==> src/hdl/cmpb_pkg.sv <==
`timescale 1ns / 1ps
`default_nettype none
// ---------------------------------------------------------------------------
// cmpb_pkg
// shared codes and controller/datapath handshake types for the cursor
// mask plane builder
// ---------------------------------------------------------------------------
package cmpb_pkg;

  // item operation codes (func field)
  localparam logic [1:0] FUNC_CLEAR = 2'd0;
  localparam logic [1:0] FUNC_PIXEL = 2'd1;
  localparam logic [1:0] FUNC_READ  = 2'd2;

  // configuration register indexes
  localparam logic [1:0] REG_IMAGE_WIDTH  = 2'd0;
  localparam logic [1:0] REG_IMAGE_HEIGHT = 2'd1;
  localparam logic [1:0] REG_ALPHA_MODE   = 2'd2;

  // source of a read result
  localparam logic [1:0] RSEL_AND  = 2'd0;
  localparam logic [1:0] RSEL_XOR  = 2'd1;
  localparam logic [1:0] RSEL_ZERO = 2'd2;

  // luma weights and thresholds
  localparam logic [7:0] LUMA_R      = 8'd77;
  localparam logic [7:0] LUMA_G      = 8'd150;
  localparam logic [7:0] LUMA_B      = 8'd29;
  localparam logic [7:0] LUMA_DARK   = 8'd128;
  localparam logic [7:0] ALPHA_OPAQUE = 8'hFF;

  // controller to datapath
  typedef struct packed {
    logic accept;       // input transfer this cycle
    logic clear_step;   // write one transparent byte pair at the sweep pointer
    logic pixel_write;  // write back the modified byte pair of a pixel
    logic read_load;    // move the read byte into the output register
  } ctrl_cmd_t;

  // datapath to controller
  typedef struct packed {
    logic clear_done;   // sweep pointer at the last byte
    logic out_free;     // output register can take a byte this cycle
  } dp_status_t;

endpackage
`default_nettype wire

==> src/hdl/cmpb_ctrl.sv <==
`timescale 1ns / 1ps
`default_nettype none
// ---------------------------------------------------------------------------
// cmpb_ctrl
// item sequencer: clear sweep, pixel read-modify-write, byte read
// ---------------------------------------------------------------------------
module cmpb_ctrl
  import cmpb_pkg::*;
(
  input  wire logic       clk,
  input  wire logic       rst,
  input  wire logic       s_tvalid,
  output logic            s_tready,
  input  wire logic [1:0] func,
  input  wire dp_status_t status,
  output ctrl_cmd_t       cmd
);

  typedef enum logic [3:0] {
    ST_IDLE  = 4'b0001,
    ST_CLEAR = 4'b0010,
    ST_PIXEL = 4'b0100,
    ST_READ  = 4'b1000
  } state_t;

  state_t state;
  state_t state_next;

  assign s_tready = state == ST_IDLE;

  always_comb begin
    state_next      = state;
    cmd.accept      = 1'b0;
    cmd.clear_step  = 1'b0;
    cmd.pixel_write = 1'b0;
    cmd.read_load   = 1'b0;
    unique case (state)
      ST_IDLE: begin
        cmd.accept = s_tvalid;
        if (s_tvalid) begin
          case (func)
            FUNC_CLEAR: state_next = ST_CLEAR;
            FUNC_PIXEL: state_next = ST_PIXEL;
            FUNC_READ:  state_next = ST_READ;
            default:    state_next = ST_IDLE;
          endcase
        end
      end
      ST_CLEAR: begin
        cmd.clear_step = 1'b1;
        if (status.clear_done) begin
          state_next = ST_IDLE;
        end
      end
      ST_PIXEL: begin
        cmd.pixel_write = 1'b1;
        state_next      = ST_IDLE;
      end
      ST_READ: begin
        if (status.out_free) begin
          cmd.read_load = 1'b1;
          state_next    = ST_IDLE;
        end
      end
      default: state_next = ST_IDLE;
    endcase
  end

  always_ff @(posedge clk) begin
    if (rst) begin
      state <= ST_CLEAR;
    end else begin
      state <= state_next;
    end
  end

endmodule
`default_nettype wire
==> config.mk <==
export PLATFORM = sky130hd
export DESIGN_NAME = cmpb_ctrl
export DESIGN_NICKNAME = d
export VERILOG_FILES = /design/src/hdl/cmpb_pkg.sv /design/src/hdl/cmpb_ctrl.sv
export SDC_FILE = /design/constraint.sdc
export NUM_CORES = 1
export LEC_CHECK = 0
export BUFFER_PORTS_ARGS = -buffer_cell sky130_fd_sc_hd__buf_2
export CAP_MARGIN = 0
export CORE_AREA = 2 2 39 41
export CTS_CLUSTER_DIAMETER = 50
export DETAILED_ROUTE_END_ITERATION = 10
export DIE_AREA = 0 0 41 43
export PLACE_DENSITY = 0.43
export SYNTH_ARGS = -nofsm -noshare
export SYNTH_HDL_FRONTEND = slang
export SYNTH_SLANG_ARGS = --single-unit
==> constraint.sdc <==
create_clock -name clk -period 2.9 [get_ports clk]
set_input_delay 0.58 -clock clk [delete_from_list [all_inputs] [get_ports clk]]
set_output_delay 0.58 -clock clk [all_outputs]
set_load 0.01 [all_outputs]
After elaboration in Yosys (flattened, before gate mapping):

Index checks and enable logic that the tools add are counted.

* add/subtract/negate cells: 0
* multipliers: 0
* divide/modulo/power cells: 0
* $lt $le $gt $ge: 0
* equality and inequality tests: 9
* shift-type cells: 0
* mux-type cells: 10
* bitwise logic cells: 0
* reduce and logical (&&, ||, !) cells: 2

Operators with widths (count)
* 4-bit one-hot mux with 3 select lines: 2
* 4-bit two-way mux: 3
* 2-bit != test, second input constant: 3
* 1-bit two-way mux: 5
* 4-bit by 1-bit == test with 1-bit output, second input constant: 1
* 4-bit by 2-bit == test with 1-bit output, second input constant: 1
* 4-bit by 3-bit == test with 1-bit output, second input constant: 1
* 4-bit == test, second input constant: 1
* 3-bit AND reduction: 1
* 2-bit by 1-bit == test with 1-bit output, second input constant: 1
* 2-bit == test, second input constant: 1
* 2-bit zero test: 1

* register bits after elaboration: 4
* latch bits: 0
* bits in writable memories: 0
* memory bits (read-only): 0
* bits of input ports: 7
* output and inout bits: 5
* logic and storage cells: 22
* memories kept: 0

Longest topological paths before layout:

* depth after elaboration: 4
* gate-level depth with buffers: 3
* mapped depth without buffers: 3

Worst setup path after synthesis:

No wires, ideal clock.

* path kind: reg2out
* start: register state[3]
* end: output port cmd[0] (netlist name)
* arrival: 1.077 ns
* data required time: 2.320 ns
* path slack: 1.243 ns
* stages on the path, launching flop included: 3
* buffers on the path: 0
* cell sequence: dfxtp_1 > or4b_1 > nor2_1

RTL lines
* from (decl): RTL line cmpb_ctrl.sv:26 `state_t state;`
* from (signal assigned): RTL line cmpb_ctrl.sv:73 `state <= state_next;`
* to (decl): RTL line cmpb_ctrl.sv:16 `output ctrl_cmd_t cmd`

==> reports/results.ini <==
[grt]
grt_pass1_vias=201
antenna_found_initial=0
grt_use_total_pct=7.42
grt_remaining_overflow=0
grt_max_degree=7
grt_pass1_wl_um=821

[finish]
layout_common_cells=buf_2, dfxtp_1, inv_1, clkbuf_4
largest_register_ffs=4
largest-register=state
synthToLayoutAreaGrowth_pct=41.1
final_common_cell=buf_2
drive_gt1_share_pct=47.4
diodes=0
nets=47
fin_area_um2=335
fillers=156
reg.largest.list=state: 4 flops

[route]
drt-initial-drc-count=4
wl_um=550
top_layer=met4
num_vias=244
post_drt_wl_per_cell_um=10.2
wl_met2_um=215
antenna_left=0
route.met3.wl_um=70
wl_met1_um=260
viasPerCell=4.52
dr.pass1.iters=4
drc=0

[setup_path]
cp_slowest_cell=or4b_1
worstReg2RegEnd=state[3]$_SDFFE_PP0P_
crit_fanout=6
worstReg2RegStart=state[3]$_SDFFE_PP0P_
ff2ff_path_depth=2
path_class=flop to output port
end_kind=output port
path_cells=or4b_1 -> nor2_1 -> buf_2
slowest_delay_ns=0.51
ff2ff_setup_slack_ns=1.65
crit_buf_inv=1
required_ns=2.32
crit_family=simple AND/OR/NAND/NOR gates
startpoint_type=flop
crit_arrival_ns=1.42

[synth]
netlist_instances=24
ys_ff_latch=4
synth_area_per_cell_um2=9.91
synth_area_um2=238
synth_nets=31
yosys_warnings=0
ys_seq_area_share_pct=33.7
ys_types=15

[place]
port_buffers=11
gp_congestion=0.614
place_area_um2=313
place_hpwl_um=441
preCtsSetupSlack_ns=1.14

[die]
start_util_pct=17.2
fp.coreArea_um2=1380
rows=14
die_area_um2=1760
ios=12
die_y_um=43
die_x_um=41

[status]
status=complete, no violations

[clock_network]
clock_sinks=4
cts_hold_buf=0
cts_root_buffer=clkbuf_4
cts_made_buffers=3
cts_tree=yes
clk_pin_slew_ns=0.04
post-cts-setup-buffers=0
clock_latency_ns=0.23
cts_resized=0
htree_levels=1
cts_max_path_buffers=2

[sta]
rsz0062_at_grt=false
slew_headroom_pct=72.9
period_share_pct=68.9
fmax_mhz=501
finalWorstPathRequiredPeriod_ns=2.00
tightest_slew_ns=0.401
fin_ws_ns=0.903
finalHoldViolations=0
slew_violations=0
tns_ns=0
setup_viol=0
skew_ns=0.00373

[flow_run]
drv_cap=0

[power]
power_per_cell_area_nw_per_um2=465
p_leak_uw=0.000149
irDropWorstVdd_mv=0.179

[hold_path]
min_from=func[1]
whs_path_depth=2
hold_class=primary input to flop
whs_endpoint=state[2]$_SDFFE_PP0P_

==> stage by stage <==
step / cells / util, % / total power, uW / hold WS, ns
after detailed placement: 51 / 22.6 / 87.9 / 0.553
after CTS: 54 / 24.2 / 161 / 0.556
after global routing: 54 / 24.2 / 168 / 0.557
after floorplan: 24 / - / 75.7 / 0.512
final: 54 / 24.2 / 156 / 0.566
after global placement: 51 / 22.6 / 88.5 / 0.577
==> synth_stat cells (all sizes together) <==
master  number  area share, %
a21oi        2            4.2
a31oi        1            2.6
dfxtp        4             34
inv          3            4.7
nand2        2            3.2
nor2         2            3.2
nor3b        1            3.2
nor4b        4             24
o31a         1            3.7
o31ai        1            3.2
o32ai        1            6.8
or3b         1            3.7
or4b         1            4.2
==> logic make-up (layout without fill, tap and decap cells) <==
group / Yosys count / in the layout / share of synthesized area [%]
flops: 4 / 4 / 33.7
compound gates: 6 / 6 / 20.5
buf+inv: 3 / 17 / 4.74
simple gates: 11 / 11 / 41.1
==> worst max path at each step <==
stage | startpoint | end | slack [ns] | depth (start not counted)
detailed placement | state[3]$_SDFFE_PP0P_ | cmd[0] | 1.14 | 3
global placement | state[3]$_SDFFE_PP0P_ | cmd[0] | 1.17 | 3
floorplan | state[3]$_SDFFE_PP0P_ | cmd[0] | 1.24 | 2
CTS | state[3]$_SDFFE_PP0P_ | cmd[0] | 0.88 | 3
finish | state[3]$_SDFFE_PP0P_ | cmd[0] | 0.90 | 3
global route | state[3]$_SDFFE_PP0P_ | cmd[0] | 0.82 | 3
==> layer usage <==
layer / vias up / track usage, %
met5: - / 0
met4: 0 / 8.00
met3: 2 / 3.14
met2: 11 / 6.88
met1: 109 / 10.9
li1: 122 / -
==> final cells by class <==
type	instances	area (um^2)	area share (%)
clock buffers	3	22.5	6.72
inverters	3	11.3	3.36
multi-input cells	17	146	43.7
flip-flops and latches	4	80.1	23.9
well taps	16	20.0	5.97
repair buffers	11	55.1	16.4
==> where the power goes <==
group / switching, uW / internal, uW
Combinational: 11.8 / 12.7
Clock: 23.0 / 46.3
Sequential: 4.14 / 58.1
No activity file was read; power rests on OpenSTA's default activity.
